### src/pvpo_pkg.sv
// Shared types, widths and constants of the perturb-and-observe tracker.
package pvpo_pkg;

	localparam int unsigned VOLT_W  = 15;
	localparam int unsigned CNT_W   = 16;
	localparam int unsigned POWER_W = 2 * VOLT_W;
	localparam int unsigned CFG_IDX_W  = 3;
	localparam int unsigned CFG_DATA_W = 16;

	// Seed ratio numerator over 256, and the power floor for stepping up at the limit
	localparam logic [7:0]         SEED_NUM     = 8'd218;
	localparam logic [POWER_W-1:0] MIN_POWER_UP = POWER_W'(120000);
	localparam logic [VOLT_W-1:0]  REF_MAX      = '1;

	// Register reset values
	localparam logic [VOLT_W-1:0] RST_LOW_LIMIT   = '0;
	localparam logic [CNT_W-1:0]  RST_INTERVAL    = CNT_W'(25);
	localparam logic [VOLT_W-1:0] RST_STEP        = VOLT_W'(10);
	localparam logic [VOLT_W-1:0] RST_CURRENT_MIN = '0;
	localparam logic [CNT_W-1:0]  RST_FILTER      = CNT_W'(250);

	typedef enum logic [1:0] {
		ACT_INIT    = 2'd0,
		ACT_TICK    = 2'd1,
		ACT_DISTURB = 2'd2
	} action_t;

	typedef enum logic [CFG_IDX_W-1:0] {
		CFG_LOW_LIMIT   = 3'd0,
		CFG_INTERVAL    = 3'd1,
		CFG_STEP        = 3'd2,
		CFG_CURRENT_MIN = 3'd3,
		CFG_FILTER      = 3'd4
	} cfg_idx_t;

	typedef struct packed {
		logic [VOLT_W-1:0] low_voltage_limit;
		logic [CNT_W-1:0]  tick_interval;
		logic [VOLT_W-1:0] voltage_step;
		logic [VOLT_W-1:0] current_min_limit;
		logic [CNT_W-1:0]  disturb_filter;
	} cfg_t;

	typedef struct packed {
		logic [CNT_W-1:0]   tick_count;
		logic [VOLT_W-1:0]  reference_voltage;
		logic [CNT_W-1:0]   previous_voltage;
		logic [POWER_W-1:0] previous_power;
		logic [CNT_W-1:0]   stall_count;
	} state_t;

	typedef struct packed {
		action_t           action;
		logic [VOLT_W-1:0] pv_voltage;
		logic [VOLT_W-1:0] pv_current;
		logic [VOLT_W-1:0] charge_current;
		logic              pause;
	} item_t;

	typedef struct packed {
		logic [VOLT_W-1:0] voltage_ref;
		logic              evaluated;
		logic              forced_pulldown;
	} res_t;

endpackage

### src/pvpo_sample_if.sv
// Input channel: one measurement word with its action.
interface pvpo_sample_if;
	import pvpo_pkg::*;

	logic              valid;
	logic              ready;
	logic [1:0]        action;
	logic [VOLT_W-1:0] pv_voltage;
	logic [VOLT_W-1:0] pv_current;
	logic [VOLT_W-1:0] charge_current;
	logic              pause;

	modport source (
		output valid, action, pv_voltage, pv_current, charge_current, pause,
		input  ready
	);
	modport sink (
		input  valid, action, pv_voltage, pv_current, charge_current, pause,
		output ready
	);
endinterface

### src/pvpo_result_if.sv
// Output channel: one reference word with its status flags.
interface pvpo_result_if;
	import pvpo_pkg::*;

	logic              valid;
	logic              ready;
	logic [VOLT_W-1:0] voltage_ref;
	logic              evaluated;
	logic              forced_pulldown;

	modport source (
		output valid, voltage_ref, evaluated, forced_pulldown,
		input  ready
	);
	modport sink (
		input  valid, voltage_ref, evaluated, forced_pulldown,
		output ready
	);
endinterface

### src/pvpo_cfg_if.sv
// Configuration write channel: register index and write data.
interface pvpo_cfg_if;
	import pvpo_pkg::*;

	logic                  valid;
	logic                  ready;
	logic [CFG_IDX_W-1:0]  index;
	logic [CFG_DATA_W-1:0] data;

	modport source (
		output valid, index, data,
		input  ready
	);
	modport sink (
		input  valid, index, data,
		output ready
	);
endinterface

### src/pvpo_core.sv
// Next-state and result logic of the tracker for one word.
module pvpo_core (
	input  pvpo_pkg::cfg_t   cfg,
	input  pvpo_pkg::state_t state,
	input  pvpo_pkg::item_t  item,
	output pvpo_pkg::state_t state_next,
	output pvpo_pkg::res_t   res
);
	import pvpo_pkg::*;

	logic [VOLT_W+7:0]         seed_prod;
	logic [VOLT_W-1:0]         seed_raw;
	logic [VOLT_W-1:0]         seed_ref;
	logic [POWER_W-1:0]        power;
	logic signed [VOLT_W+2:0]  ref_ext;
	logic signed [VOLT_W+2:0]  step_ext;
	logic signed [VOLT_W+2:0]  next_ref;
	logic [VOLT_W-1:0]         limited_ref;
	logic                      go_up;
	logic                      go_hold;
	logic [CNT_W-1:0]          tick_inc;
	logic [CNT_W-1:0]          volt_plus_step;
	logic                      stall;
	logic [CNT_W-1:0]          stall_new;

	// Seed at 218/256 of the voltage, never below the lower limit
	assign seed_prod = (VOLT_W+8)'(item.pv_voltage) * (VOLT_W+8)'(SEED_NUM);
	assign seed_raw  = seed_prod[VOLT_W+7:8];
	assign seed_ref  = (seed_raw < cfg.low_voltage_limit) ? cfg.low_voltage_limit : seed_raw;

	assign power          = POWER_W'(item.pv_voltage) * POWER_W'(item.pv_current);
	assign tick_inc       = state.tick_count + CNT_W'(1);
	assign volt_plus_step = CNT_W'(item.pv_voltage) + CNT_W'(cfg.voltage_step);

	// Pick the perturbation direction from power and voltage trends
	always_comb begin
		go_up   = 1'b0;
		go_hold = 1'b0;
		if (state.reference_voltage <= cfg.low_voltage_limit) begin
			go_up   = (power >= MIN_POWER_UP);
			go_hold = !go_up;
		end else if (power < state.previous_power) begin
			go_up = (CNT_W'(item.pv_voltage) < state.previous_voltage);
		end else begin
			go_up = !(CNT_W'(item.pv_voltage) <= state.previous_voltage);
		end
	end

	// Step and clamp the reference between the lower limit and full scale
	assign ref_ext  = $signed((VOLT_W+3)'(state.reference_voltage));
	assign step_ext = $signed((VOLT_W+3)'(cfg.voltage_step));
	always_comb begin
		if (go_hold) begin
			next_ref = ref_ext;
		end else if (go_up) begin
			next_ref = ref_ext + step_ext;
		end else begin
			next_ref = ref_ext - step_ext;
		end
		if (next_ref < $signed((VOLT_W+3)'(cfg.low_voltage_limit))) begin
			limited_ref = cfg.low_voltage_limit;
		end else if (next_ref > $signed((VOLT_W+3)'(REF_MAX))) begin
			limited_ref = REF_MAX;
		end else begin
			limited_ref = next_ref[VOLT_W-1:0];
		end
	end

	// Stall detection for the disturb check
	assign stall = (CNT_W'(state.reference_voltage) > volt_plus_step)
		&& (item.charge_current < cfg.current_min_limit);
	assign stall_new = stall ? (state.stall_count + CNT_W'(1)) : '0;

	// Apply the action
	always_comb begin
		state_next          = state;
		res.evaluated       = 1'b0;
		res.forced_pulldown = 1'b0;
		case (item.action)
			ACT_INIT: begin
				state_next.reference_voltage = seed_ref;
				state_next.previous_voltage  = CNT_W'(seed_ref);
				state_next.previous_power    = '0;
			end
			ACT_TICK: begin
				if (item.pause) begin
					state_next.tick_count        = '0;
					state_next.reference_voltage = item.pv_voltage;
					state_next.previous_power    = '0;
					state_next.previous_voltage  = volt_plus_step;
				end else if (tick_inc >= cfg.tick_interval) begin
					state_next.tick_count        = '0;
					state_next.reference_voltage = limited_ref;
					state_next.previous_voltage  = CNT_W'(item.pv_voltage);
					state_next.previous_power    = power;
					res.evaluated                = 1'b1;
				end else begin
					state_next.tick_count = tick_inc;
				end
			end
			ACT_DISTURB: begin
				if (stall_new >= cfg.disturb_filter) begin
					state_next.stall_count       = '0;
					state_next.reference_voltage = seed_ref;
					res.forced_pulldown          = 1'b1;
				end else begin
					state_next.stall_count = stall_new;
				end
			end
			default: begin
				state_next = state;
			end
		endcase
		res.voltage_ref = state_next.reference_voltage;
	end

endmodule

### src/pv_perturb_observe_mppt.sv
// A word accepted into the input register passes on to the result register once that register is free.
// Throughput: one word per cycle, sustained while the result side keeps up.
// The whole update (including the 15x15 power multiply) runs in the one stage between
// the input register and the result register, so consecutive words need no spacing.
// Reset (arst_n low, asynchronous): tracker state cleared, registers to their defaults,
// both channels empty.
module pv_perturb_observe_mppt (
	input  logic           clk,
	input  logic           arst_n,
	pvpo_sample_if.sink    sample,
	pvpo_result_if.source  result,
	pvpo_cfg_if.sink       cfg
);
	import pvpo_pkg::*;

	cfg_t   cfg_q;
	state_t state_q;
	state_t state_next;
	item_t  item_s1;
	logic   valid_s1;
	res_t   res_next;
	res_t   res_q;
	logic   res_valid_q;
	logic   advance;
	logic   take;

	// Move the staged word into the result register when it is free
	assign advance      = valid_s1 && (!res_valid_q || result.ready);
	assign sample.ready = !valid_s1 || advance;
	assign take         = sample.valid && sample.ready;
	assign cfg.ready    = 1'b1;

	pvpo_core u_core (
		.cfg        (cfg_q),
		.state      (state_q),
		.item       (item_s1),
		.state_next (state_next),
		.res        (res_next)
	);

	// Configuration registers
	always_ff @(posedge clk or negedge arst_n) begin
		if (!arst_n) begin
			cfg_q.low_voltage_limit <= RST_LOW_LIMIT;
			cfg_q.tick_interval     <= RST_INTERVAL;
			cfg_q.voltage_step      <= RST_STEP;
			cfg_q.current_min_limit <= RST_CURRENT_MIN;
			cfg_q.disturb_filter    <= RST_FILTER;
		end else if (cfg.valid) begin
			case (cfg_idx_t'(cfg.index))
				CFG_LOW_LIMIT:   cfg_q.low_voltage_limit <= cfg.data[VOLT_W-1:0];
				CFG_INTERVAL:    cfg_q.tick_interval     <= cfg.data[CNT_W-1:0];
				CFG_STEP:        cfg_q.voltage_step      <= cfg.data[VOLT_W-1:0];
				CFG_CURRENT_MIN: cfg_q.current_min_limit <= cfg.data[VOLT_W-1:0];
				CFG_FILTER:      cfg_q.disturb_filter    <= cfg.data[CNT_W-1:0];
				default: begin
				end
			endcase
		end
	end

	// Input stage
	always_ff @(posedge clk or negedge arst_n) begin
		if (!arst_n) begin
			valid_s1 <= 1'b0;
		end else if (sample.ready) begin
			valid_s1 <= sample.valid;
		end
	end

	always_ff @(posedge clk) begin
		if (take) begin
			item_s1.action         <= action_t'(sample.action);
			item_s1.pv_voltage     <= sample.pv_voltage;
			item_s1.pv_current     <= sample.pv_current;
			item_s1.charge_current <= sample.charge_current;
			item_s1.pause          <= sample.pause;
		end
	end

	// Tracker state, updated once per word as it leaves the input stage
	always_ff @(posedge clk or negedge arst_n) begin
		if (!arst_n) begin
			state_q <= '0;
		end else if (advance) begin
			state_q <= state_next;
		end
	end

	// Result register: hold until taken
	always_ff @(posedge clk or negedge arst_n) begin
		if (!arst_n) begin
			res_valid_q <= 1'b0;
		end else if (advance) begin
			res_valid_q <= 1'b1;
		end else if (result.ready) begin
			res_valid_q <= 1'b0;
		end
	end

	always_ff @(posedge clk) begin
		if (advance) begin
			res_q <= res_next;
		end
	end

	assign result.valid           = res_valid_q;
	assign result.voltage_ref     = res_q.voltage_ref;
	assign result.evaluated       = res_q.evaluated;
	assign result.forced_pulldown = res_q.forced_pulldown;

endmodule

### src/flat_wrapper.sv
// flat-port wrapper written by rule: the top's interface ports become plain ports
module pv_perturb_observe_mppt_flat import pvpo_pkg::*;
  (clk, arst_n, sample_valid, sample_action, sample_pv_voltage, sample_pv_current, sample_charge_current, sample_pause, sample_ready, result_valid, result_voltage_ref, result_evaluated, result_forced_pulldown, result_ready, cfg_valid, cfg_index, cfg_data, cfg_ready);
  pvpo_sample_if sample_i ();
  pvpo_result_if result_i ();
  pvpo_cfg_if cfg_i ();
  input  logic clk;
  input  logic arst_n;
  input wire logic [$bits(sample_i.valid)-1:0] sample_valid;
  input wire logic [$bits(sample_i.action)-1:0] sample_action;
  input wire logic [$bits(sample_i.pv_voltage)-1:0] sample_pv_voltage;
  input wire logic [$bits(sample_i.pv_current)-1:0] sample_pv_current;
  input wire logic [$bits(sample_i.charge_current)-1:0] sample_charge_current;
  input wire logic [$bits(sample_i.pause)-1:0] sample_pause;
  output wire logic [$bits(sample_i.ready)-1:0] sample_ready;
  output wire logic [$bits(result_i.valid)-1:0] result_valid;
  output wire logic [$bits(result_i.voltage_ref)-1:0] result_voltage_ref;
  output wire logic [$bits(result_i.evaluated)-1:0] result_evaluated;
  output wire logic [$bits(result_i.forced_pulldown)-1:0] result_forced_pulldown;
  input wire logic [$bits(result_i.ready)-1:0] result_ready;
  input wire logic [$bits(cfg_i.valid)-1:0] cfg_valid;
  input wire logic [$bits(cfg_i.index)-1:0] cfg_index;
  input wire logic [$bits(cfg_i.data)-1:0] cfg_data;
  output wire logic [$bits(cfg_i.ready)-1:0] cfg_ready;
  assign sample_i.valid = sample_valid;
  assign sample_i.action = sample_action;
  assign sample_i.pv_voltage = sample_pv_voltage;
  assign sample_i.pv_current = sample_pv_current;
  assign sample_i.charge_current = sample_charge_current;
  assign sample_i.pause = sample_pause;
  assign sample_ready = sample_i.ready;
  assign result_valid = result_i.valid;
  assign result_voltage_ref = result_i.voltage_ref;
  assign result_evaluated = result_i.evaluated;
  assign result_forced_pulldown = result_i.forced_pulldown;
  assign result_i.ready = result_ready;
  assign cfg_i.valid = cfg_valid;
  assign cfg_i.index = cfg_index;
  assign cfg_i.data = cfg_data;
  assign cfg_ready = cfg_i.ready;
  pv_perturb_observe_mppt u_core (.clk(clk), .arst_n(arst_n), .sample(sample_i), .result(result_i), .cfg(cfg_i));
endmodule
### config.mk
export PLATFORM = sky130hd
export DESIGN_NAME = pv_perturb_observe_mppt_flat
export DESIGN_NICKNAME = d
export VERILOG_FILES = /design/src/pvpo_pkg.sv /design/src/pvpo_sample_if.sv /design/src/pvpo_result_if.sv /design/src/pvpo_cfg_if.sv /design/src/pvpo_core.sv /design/src/pv_perturb_observe_mppt.sv /design/src/flat_wrapper.sv
export SDC_FILE = /design/constraint.sdc
export NUM_CORES = 1
export LEC_CHECK = 0
export ABC_AREA = 1
export BUFFER_PORTS_ARGS = -buffer_cell sky130_fd_sc_hd__buf_2
export CAP_MARGIN = 20
export CORE_MARGIN = 2
export CORE_UTILIZATION = 60
export CTS_BUF_LIST = sky130_fd_sc_hd__clkbuf_16
export DETAILED_ROUTE_END_ITERATION = 10
export GPL_ROUTABILITY_DRIVEN = 0
export HOLD_SLACK_MARGIN = 0.03
export PLACE_DENSITY_LB_ADDON = 0.15
export SLEW_MARGIN = 20
export SYNTH_ARGS = -nofsm -noshare
export SYNTH_HDL_FRONTEND = slang
export SYNTH_SLANG_ARGS = --single-unit
### constraint.sdc
create_clock -name clk -period 16.6 [get_ports clk]
set_clock_uncertainty 0.2 [all_clocks]
set_input_delay 0.83 -clock clk [delete_from_list [all_inputs] [get_ports clk]]
set_output_delay 0.83 -clock clk [all_outputs]
set_load 0.01 [all_outputs]
## Word-level counts from Yosys, hierarchy flattened

Index checks and enable logic that the tools add are counted.

- Bits in registers: 237
- Input bits: 72
- Output and inout port bits: 20
- Logic and storage cells: 89

- Add/subtract/negate cells: 5
- Multiply operators: 2
- Magnitude comparators: 12
- Equal/unequal tests: 7
- Mux-type cells: 20
- Bitwise logic cells: 1
- Reduce and logical (&&, ||, !) cells: 22

Operators by type and width:

| operator | count |
|---|---|
| $pmux W46 S2 | 1 |
| $mux W77 | 1 |
| $mux W61 | 1 |
| $mux W15 | 4 |
| $mux W16 | 3 |
| $pmux W15 S3 | 1 |
| $mux W18 | 2 |
| $add A15 B15 Y16 | 2 |
| $add A16 B1 Y16 const B | 2 |
| $ge A16 B16 Y1 | 2 |
| $ge A30 B17 Y1 const B | 1 |
| $lt A15 B15 Y1 | 2 |
| $lt A30 B30 Y1 | 1 |
| $mul A15 B15 Y30 | 1 |
| $mul A15 B7 Y22 const B | 1 |
| $gt A18 B16 Y1 const B | 1 |
| $lt A18 B16 Y1 | 1 |
| $gt A15 B16 Y1 | 1 |
| $le A15 B16 Y1 | 1 |
| $lt A15 B16 Y1 | 1 |
| $sub A15 B15 Y16 | 1 |
| $le A15 B15 Y1 | 1 |
| $reduce_and A2 Y1 | 7 |
| $mux W1 | 7 |
| 15 further kinds | 23 |

## Logic depth before layout (Yosys ltp)

Gate-level depths: netlist of run 1.

- Word-level depth: 12
- Gate-level depth with buffers: 63
- Depth with buffers taken out: 59

## Cells and area by module

Synthesis of run 1 repeated with hierarchy kept, for this count alone.

- Cell total of the unflattened synthesis: 3973
- Area, all modules: 28645.0 sq um

Modules (own cells, without submodules):

| module | instances | cells each | area an instance (sq um) | seq. area each (sq um) |
|---|---|---|---|---|
| pvpo_core | 1 | 3148 | 19845.3 | 0.0 |
| pv_perturb_observe_mppt | 1 | 825 | 8799.7 | 6269.8 |

## Worst setup path after synthesis of run 1

Ideal clock, no wire load.

- Path type: flip-flop to flip-flop
- Start point: reg u_core.item_s1[32] in the netlist's numbering
- End point: reg u_core.res_q (netlist bit u_core.result.voltage_ref[9]) (data pin)
- Setup time: 260 ps
- Arrival time: 8574 ps
- Required time: 16140 ps
- Path slack: 7566 ps
- Stages on the path, launching flop included: 53
- Buffers on the path: 4
- Period minus slack after synthesis: 9034 ps
- Cell sequence: edfxtp_1 -> clkbuf_1 -> clkbuf_1 -> nand2_1 -> fa_1 -> fa_1 -> inv_1 -> fa_1 -> fa_1 -> fa_1 -> inv_1 -> fa_1 -> inv_1 -> ha_1 -> a21oi_1 -> o21ai_0 -> a21oi_1 -> nand3_2 -> (+17 left out) -> a21oi_1 -> ha_1 -> a21oi_1 -> nor2_1 -> a211oi_1 -> o221a_2 -> nand2_1 -> nand2_1 -> nand2_1 -> nand2_2 -> nand2_4 -> nand2_4 -> buf_8 -> nand2_2 -> nand3_1 -> nand2_1 -> nand2_1 -> a21boi_1

RTL lines:

| item | RTL line | RTL |
|---|---|---|
| start, declared | pv_perturb_observe_mppt.sv:19 | `item_t item_s1;` |
| end signal, assigned | pv_perturb_observe_mppt.sv:103 | `res_q <= res_next;` |
| end, declared | pv_perturb_observe_mppt.sv:22 | `res_t res_q;` |

==> results of run 1 <==
## sequential cells by signal, indices dropped and copies added, names as in the netlist
register / count
u_core.valid_s1: 1
u_core.result.valid: 1
u_core.result.forced_pulldown: 1
u_core.cfg_q: 77
u_core.state_q: 93
u_core.item_s1: 48
u_core.result.evaluated: 1
u_core.result.voltage_ref: 15
## per-stage QoR
| stage | instance area, µm² | hold WS [ns] | setup WS, ns | instances | util |
|---|---|---|---|---|---|
| floorplan | 26750 | 0.2530 | 7.566 | 3501 | - |
| global placement | 27650 | 0.2666 | 6.538 | 4093 | 0.6265 |
| detailed placement | 27650 | 0.2735 | 6.355 | 4093 | 0.6265 |
| CTS | 28640 | 0.1784 | 6.273 | 4148 | 0.6490 |
| global route | 28690 | 0.1965 | 5.394 | 4151 | 0.6501 |
| finish | 28690 | 0.1937 | 6.194 | 4151 | 0.6501 |
## cell usage after synthesis, types with 8 or more instances
master	instances	area, µm²
nand2_1	815	3059
inv_1	813	3052
ha_1	337	4217
fa_1	203	4064
o21ai_0	194	970.9
a21oi_1	163	815.8
dfrtp_1	161	4029
nand3_1	140	700.7
nor2_1	133	499.2
clkbuf_1	92	345.3
edfxtp_1	65	1952
xor2_1	57	499.2
o22ai_1	32	200.2
nand4_1	31	193.9
nor3_1	25	125.1
nand2_2	20	125.1
o221ai_1	14	122.6
xnor2_1	14	122.6
a21boi_1	11	82.58
dfstp_2	11	289.0
buf_2	10	50.05
a21o_1	9	67.56
o211ai_1	9	67.56
o32ai_1	9	78.83
or2_2	9	56.30
a211oi_1	8	60.06
nand3b_1	8	60.06
## layer usage
layer | GRT usage | up-vias | wire length (µm)
li1 | - | 11030 | -
met4 | 0.2391 | 0 | 6139
met2 | 0.5797 | 797 | 35860
met5 | 0 | - | 0
met3 | 0.03680 | 312 | 3623
met1 | 0.3637 | 11050 | 27550
## kinds of logic (layout without fill, tap and decap cells)
family | after synthesis | in the layout
adder cells (fa/ha/maj) | 540 | 540
other | 1 | 1
XOR/XNOR | 72 | 72
buffers and inverters | 932 | 990
AO/OA/AOI/OAI | 515 | 515
flip-flops | 237 | 237
AND/OR/NAND/NOR | 1204 | 1204
## layout make-up
type                    count  area share
repair buffers            113     0.02299
clock inverters            22    0.006281
well taps                 592     0.02582
multi-input cells        2332      0.5907
clock buffers              32     0.02791
flip-flops and latches    237      0.2186
inverters                 823      0.1077
## critical path: cells and delay by family (launching register included)
family          cells  cell delay, ns
compound gates      9            1.62
fa+ha+maj           9            4.27
buf+inv             3            0.16
flops               1            1.09
simple gates       23            2.79
## worst min-delay path by stage
stage | cells after the start | from | slack (ns) | endpoint
after global routing | 1 | sample_pv_current[0] | 0.20 | u_core.item_s1[16]
after floorplan | 2 | u_core.cfg_q[10] | 0.25 | u_core.cfg_q[10]
after global placement | 2 | u_core.cfg_q[69] | 0.27 | u_core.cfg_q[69]
final | 1 | sample_pv_current[11] | 0.19 | u_core.item_s1[27]
after detailed placement | 2 | u_core.cfg_q[58] | 0.27 | u_core.cfg_q[58]
after CTS | 1 | sample_pv_current[11] | 0.18 | u_core.item_s1[27]
==> results.json, run 1 <==
{
  "syn-cell-area_um2": 26750,
  "overflow": 0,
  "crit_end": "u_core.result.voltage_ref[3]",
  "crit_slowest_cell": "edfxtp_1",
  "synth_area_per_cell_um2": 7.640,
  "drtAntennaViolNets": 0,
  "synth-async-reset-ratio": 0.7257,
  "hold_buffers": 1,
  "period_share": 0.6269,
  "ff2ff_path_depth": 44,
  "layout_commonest_cell": "inv_1",
  "synth_fa_ha_area_frac": 0.3096,
  "startpoint": "u_core.item_s1[32]",
  "initialDrtViolationCount": 1460,
  "die_w_um": 215.1,
  "synth_seq_cells": 237,
  "synth_compound_area_frac": 0.1122,
  "grtUsageTotal": 0.3270,
  "cap_violations": 0,
  "cts_root_buffer": "clkbuf_16",
  "setup_violations": 0,
  "port_buffers": 90,
  "synth-main-ff-cell": "dfrtp_1",
  "tightest_slew_ns": 1.124,
  "worstPathArrival_ns": 10.54,
  "fin_nets": 4148,
  "muxShareOfSynthArea": 0,
  "grt_setup_unrepaired": "false",
  "dp_hpwl_um": 56830,
  "syn-num-nets": 4113,
  "startpoint_type": "flop",
  "route.detailed.drc": 0,
  "setup_tns_ns": 0,
  "r2r_slack_ns": 6.19,
  "grt_start_max_net_pins": 77,
  "fillers": 3888,
  "cp_slowest_stage_delay_ns": 1.09,
  "relSlewSlack": 0.2505,
  "area_delta_synth_final_pct": 7.246,
  "ys_seq_area_frac": 0.2344,
  "htreeDepth": 1,
  "report.final.slew_viol_count": 0,
  "synth.distinct_cells": 64,
  "die_area_um2": 46290,
  "synth-xor-area-share": 0.02386,
  "yosys_warnings": 0,
  "cts_setup_buffers": 0,
  "io_pins": 92,
  "detail_route.first_pass.iterations": 7,
  "dieHeight_um": 215.1,
  "hold_viol": 0,
  "grt_first_pass_wirelength_um": 121200,
  "cp_common_cell": "nand2_1",
  "finalCriticalPeriod_ns": 10.41,
  "vias": 23190,
  "hold_path.class": "input port to flop",
  "syn-instance-count": 3501,
  "rows": 77,
  "cts.clk_slew.worst_paths_ns": 0.08,
  "cts_tree": "yes",
  "grt_antenna_before_repair": 0,
  "cp_max_fo": 22,
  "clk_latency_ns": 0.61,
  "wirelength_um": 73170,
  "cts_buffers": 29,
  "synth_top_family_by_area": "adder cells",
  "clockBufferDepth": 3,
  "layout_common_cells": "inv_1 (816), nand2_1 (815), ha_1 (337), fa_1 (203), o21ai_0 (194)",
  "reg2reg_from": "u_core.item_s1[32]",
  "grt_pass1_vias": 24420,
  "start_util": 0.6062,
  "critPathKind": "flop to flop",
  "routedWlPerCell_um": 17.63,
  "design.core.area_um2": 44120,
  "synth_edf_count": 65,
  "timing.fmax_mhz": 96.10,
  "multi_input_area_um2": 16950,
  "area.sequential_um2": 6270,
  "synth-simple-area-share": 0.1878,
  "timing.rr.end": "u_core.result.voltage_ref[3]",
  "layout-drive-gt1-share": 0.06575,
  "cp-end-kind": "flop",
  "viasPerCell": 5.587,
  "clock-sinks": 237,
  "cts.repair.resized": 0,
  "antenna-diode-count": 0,
  "critPathRequiredTime_ns": 16.73,
  "status": "finished clean"
}
Power of run 1 is not shown: default switching activity piles up to over one toggle a cycle in this logic, so the estimate is an artifact.
==> run 2, diff against run 1 <==
==> constraint.sdc (replaced) <==
create_clock -name clk -period 10 [get_ports clk]
set_clock_uncertainty 0.2 [all_clocks]
set_input_delay 0.5 -clock clk [delete_from_list [all_inputs] [get_ports clk]]
set_output_delay 0.5 -clock clk [all_outputs]
set_load 0.01 [all_outputs]
==> results.json, run 2 (synthesized netlist as in run 1, its figures left out) <==
{
  "cts_buffers": 28,
  "relSlewSlack": 0.3201,
  "timing.rr.end": "u_core.result.voltage_ref[14]",
  "route.detailed.drc": 0,
  "cts_root_buffer": "clkbuf_16",
  "cp_slowest_stage_delay_ns": 0.63,
  "grt_pass1_vias": 24340,
  "overflow": 0,
  "grt_first_pass_wirelength_um": 121500,
  "htreeDepth": 1,
  "clockBufferDepth": 3,
  "die_area_um2": 46290,
  "hold_path.class": "input port to flop",
  "rows": 77,
  "startpoint_type": "flop",
  "largestRegisters": "u_core.state_q: 93 flops, u_core.cfg_q: 77 flops, u_core.item_s1: 48 flops",
  "grtUsageTotal": 0.3257,
  "critPathRequiredTime_ns": 10.11,
  "antenna-diode-count": 0,
  "largest_reg_flops": 93,
  "clock-sinks": 237,
  "initialDrtViolationCount": 1992,
  "dp_hpwl_um": 58110,
  "wirelength_um": 74240,
  "layout_common_cells": "nand2_1 (814), inv_1 (814), ha_1 (336), fa_1 (203), o21ai_0 (194)",
  "period_share": 0.9499,
  "cts.clk_slew.worst_paths_ns": 0.06,
  "drtAntennaViolNets": 0,
  "layout-drive-gt1-share": 0.08063,
  "viasPerCell": 5.558,
  "crit_slowest_cell": "edfxtp_1",
  "vias": 23700,
  "detail_route.first_pass.iterations": 6,
  "start_util": 0.6062,
  "holdPathStages": 3,
  "r2r_slack_ns": 0.50,
  "hold_end": "u_core.cfg_q[45]",
  "dieHeight_um": 215.1,
  "setup_tns_ns": 0,
  "cp-end-kind": "flop",
  "design.core.area_um2": 44120,
  "io_pins": 92,
  "grt_antenna_before_repair": 0,
  "area_delta_synth_final_pct": 11.01,
  "report.final.slew_viol_count": 0,
  "reg2reg_from": "u_core.item_s1[16]",
  "clk_latency_ns": 0.60,
  "timing.fmax_mhz": 105.3,
  "fin_nets": 4262,
  "routedWlPerCell_um": 17.42,
  "status": "finished clean",
  "wl_met3_um": 4994,
  "critPathKind": "flop to flop",
  "ff2ff_path_depth": 54,
  "startpoint": "u_core.item_s1[16]",
  "cp_common_cell": "nand2_1",
  "die_w_um": 215.1,
  "dr_wl_met2_um": 35390,
  "cp_max_fo": 17,
  "setup_violations": 0,
  "top_layer": "met4",
  "finalCriticalPeriod_ns": 9.499,
  "worstHoldStart": "cfg_data[14]",
  "hold_viol": 0,
  "regMostFlops": "u_core.state_q",
  "cap_violations": 0,
  "cts_tree": "yes",
  "worstPathArrival_ns": 9.61,
  "grt_start_max_net_pins": 74,
  "port_buffers": 90,
  "tightest_slew_ns": 1.017,
  "met1_length_um": 29490
}
run 2: critical path: cells and delay by family (launching register included):
| kind | cells | cell delay (ns) |
|---|---|---|
| adder cells (fa/ha/maj) | 9 | 3.98 |
| AND/OR/NAND/NOR | 33 | 3.20 |
| buffers and inverters | 8 | 0.56 |
| AO/OA/AOI/OAI | 4 | 0.65 |
| flip-flops | 1 | 0.63 |
run 2: per-layer routing:
metal	vias up	GRT usage
li1	11290	-
met3	260	0.04317
met2	989	0.5614
met1	11160	0.4001
met4	0	0.1685
met5	-	0
run 2: how the worst max path moves through the flow:
stage                                    end  slack (ns)  depth (start not counted)
2_1_floorplan   u_core.result.voltage_ref[9]        0.97                         52
3_3_place_gp    u_core.result.voltage_ref[3]        0.50                         49
3_5_place_dp   u_core.result.voltage_ref[14]        0.30                         53
4_1_cts        u_core.result.voltage_ref[14]        0.22                         53
5_1_grt        u_core.result.voltage_ref[14]       -0.03                         51
6_report       u_core.result.voltage_ref[14]        0.50                         54
run 2: timing repair:
| action | in CTS | in global routing |
|---|---|---|
| endpoints found under the setup margin | 0 | 30 |
| gates resized for setup | 0 | 8 |
| hold buffers | 53 | 0 |
| buffers inserted | 0 | 34 |
| endpoints found under the hold margin | 103 | 0 |
run 2: area by class of cell:
class,count,area [µm²]
Clock buffer,28,700.7
Clock inverter,23,264.0
Fill cell,3726,14430
Inverter,823,3089
Multi-Input combinational cell,2333,17000
Sequential cell,237,6270
Tap cell,592,740.7
Timing Repair Buffer,227,1629
run 2: stage by stage:
step | hold WS (ns) | worst slack (ns) | util | instances | cell area (µm²)
finish | 0.09634 | 0.5011 | 0.6729 | 4263 | 29690
global route | 0.1134 | -0.03332 | 0.6729 | 4263 | 29690
CTS | 0.08189 | 0.2182 | 0.6653 | 4226 | 29360
detailed placement | 0.2735 | 0.3034 | 0.6315 | 4122 | 27860
global placement | 0.2667 | 0.5008 | 0.6315 | 4122 | 27860
floorplan | 0.004409 | 0.9663 | - | 3501 | 26750
Power of run 2 is left out for the same reason.
==> run 3, diff against run 2 <==
==> constraint.sdc (replaced) <==
create_clock -name clk -period 12 [get_ports clk]
set_clock_uncertainty 0.2 [all_clocks]
set_input_delay 0.6 -clock clk [delete_from_list [all_inputs] [get_ports clk]]
set_output_delay 0.6 -clock clk [all_outputs]
set_load 0.01 [all_outputs]
==> results.json, run 3 (synthesized netlist as in run 1, its figures left out) <==
{
  "period_share": 0.8592,
  "setup_violations": 0,
  "route.detailed.drc": 0,
  "relSlewSlack": 0.2299,
  "cts_tree": "yes",
  "place_area_um2": 27650,
  "multi_input_area_um2": 16950,
  "clock-sinks": 237,
  "cp_common_cell": "nand2_1",
  "grt_setup_unrepaired": "false",
  "layout-drive-gt1-share": 0.06437,
  "design.core.area_um2": 44120,
  "hold_viol": 0,
  "regMostFlops": "u_core.state_q",
  "finalCriticalPeriod_ns": 10.31,
  "layout_commonest_cell": "inv_1",
  "htreeDepth": 1,
  "report.final.slew_viol_count": 0,
  "critPathKind": "flop to flop",
  "grt_first_pass_wirelength_um": 122300,
  "vias": 23490,
  "viasPerCell": 5.599,
  "cp_slowest_stage_delay_ns": 1.04,
  "start_util": 0.6062,
  "clockBufferDepth": 3,
  "largestRegisters": "u_core.state_q: 93 flops, u_core.cfg_q: 77 flops, u_core.item_s1: 48 flops",
  "routedWlPerCell_um": 17.76,
  "fin_ws_ns": 1.690,
  "port_buffers": 90,
  "timing.fmax_mhz": 96.99,
  "detail_route.first_pass.iterations": 7,
  "area.sequential_um2": 6270,
  "worstPathArrival_ns": 10.46,
  "cp_max_fo": 22,
  "io_pins": 92,
  "clk_latency_ns": 0.61,
  "cts_setup_buffers": 0,
  "wirelength_um": 74510,
  "die_w_um": 215.1,
  "largest_reg_flops": 93,
  "grt_start_max_net_pins": 64,
  "cts.clk_slew.worst_paths_ns": 0.06,
  "status": "finished clean",
  "dieHeight_um": 215.1,
  "fin_nets": 4193,
  "rows": 77,
  "initialDrtViolationCount": 1647,
  "drtAntennaViolNets": 0,
  "crit_slowest_cell": "edfxtp_1",
  "antenna-diode-count": 0,
  "startpoint_type": "flop",
  "setup_tns_ns": 0,
  "cts_root_buffer": "clkbuf_16",
  "cts_buffers": 29,
  "die_area_um2": 46290,
  "post-route-util": 0.6600,
  "grtUsageTotal": 0.3305,
  "grt_pass1_vias": 24470,
  "dp_hpwl_um": 57090,
  "area_delta_synth_final_pct": 8.878,
  "cap_violations": 0,
  "tightest_slew_ns": 1.155,
  "critPathRequiredTime_ns": 12.15,
  "dp_worst_setup_slack_ns": 1.723,
  "grt_antenna_before_repair": 0,
  "layout_common_cells": "inv_1 (817), nand2_1 (815), ha_1 (337), fa_1 (203), o21ai_0 (194)",
  "fin_area_um2": 29120,
  "fillers": 3799,
  "hold_path.class": "input port to flop",
  "cp-end-kind": "flop",
  "overflow": 0
}
## run 3: changes by cell type in the layout (fill, tap and decap cells not counted), moves of 2 or more
cell and change:
buf_4 -63, bufinv_16 -3, clkbuf_16 +4, clkinv_1 -5, clkinvlp_4 +3, dlygate4sd3_1 -4
inv_1 +3, nand2_8 -2
## run 3: worst paths after layout
path,from,end,slack [ns],depth (start not counted)
worst max-delay path,u_core.item_s1[32],u_core.result.voltage_ref[1],1.69,48
worst min-delay path,sample_valid,u_core.valid_s1,0.04,3
worst max register to register,u_core.item_s1[32],u_core.result.voltage_ref[1],1.69,48
worst min register to register,u_core.cfg_q[51],u_core.cfg_q[51],0.28,2
max in group asynchronous,arst_n,u_core.cfg_q[52],9.14,4
min in group asynchronous,arst_n,u_core.state_q[20],0.33,2
## run 3: cell type report
cell class	instances	share of cell area
clock buffers	32	0.02750
clock inverters	22	0.006316
inverters	823	0.1061
multi-input cells	2332	0.5820
flip-flops and latches	237	0.2153
well taps	592	0.02543
repair buffers	158	0.03742
## run 3: per-stage QoR
step | std cells | hold WS (ns)
after floorplan | 3501 | 0.1044
after global placement | 4093 | 0.2668
after detailed placement | 4093 | 0.2729
after CTS | 4196 | 0.03188
after global routing | 4196 | 0.07099
final | 4196 | 0.04290
## run 3: timing repair
item / in CTS / in global routing
resized for setup: 0 / 0
hold buffers: 49 / 0
hold endpoints to repair: 98 / 0
## run 3: metal layers
layer  share of wire  global-route usage  up-vias  wire (µm)
met2            0.50              0.5904      905      36970
met1            0.37              0.3765    11180      27760
li1                -                   -    11120          -
met3           0.058             0.03680      281       4335
met5               0                   0        -          0
met4           0.073              0.2103        0       5450
## run 3: critical path, delay by kind of cell (launching register included)
kind,cells,cell delay [ns]
AOI/OAI and AO/OA,7,1.18
adders and majority gates,9,4.24
buffers and inverters,4,0.21
DFF,1,1.04
and+or+nand+nor,28,3.17
Power of run 3 is left out for the same reason.
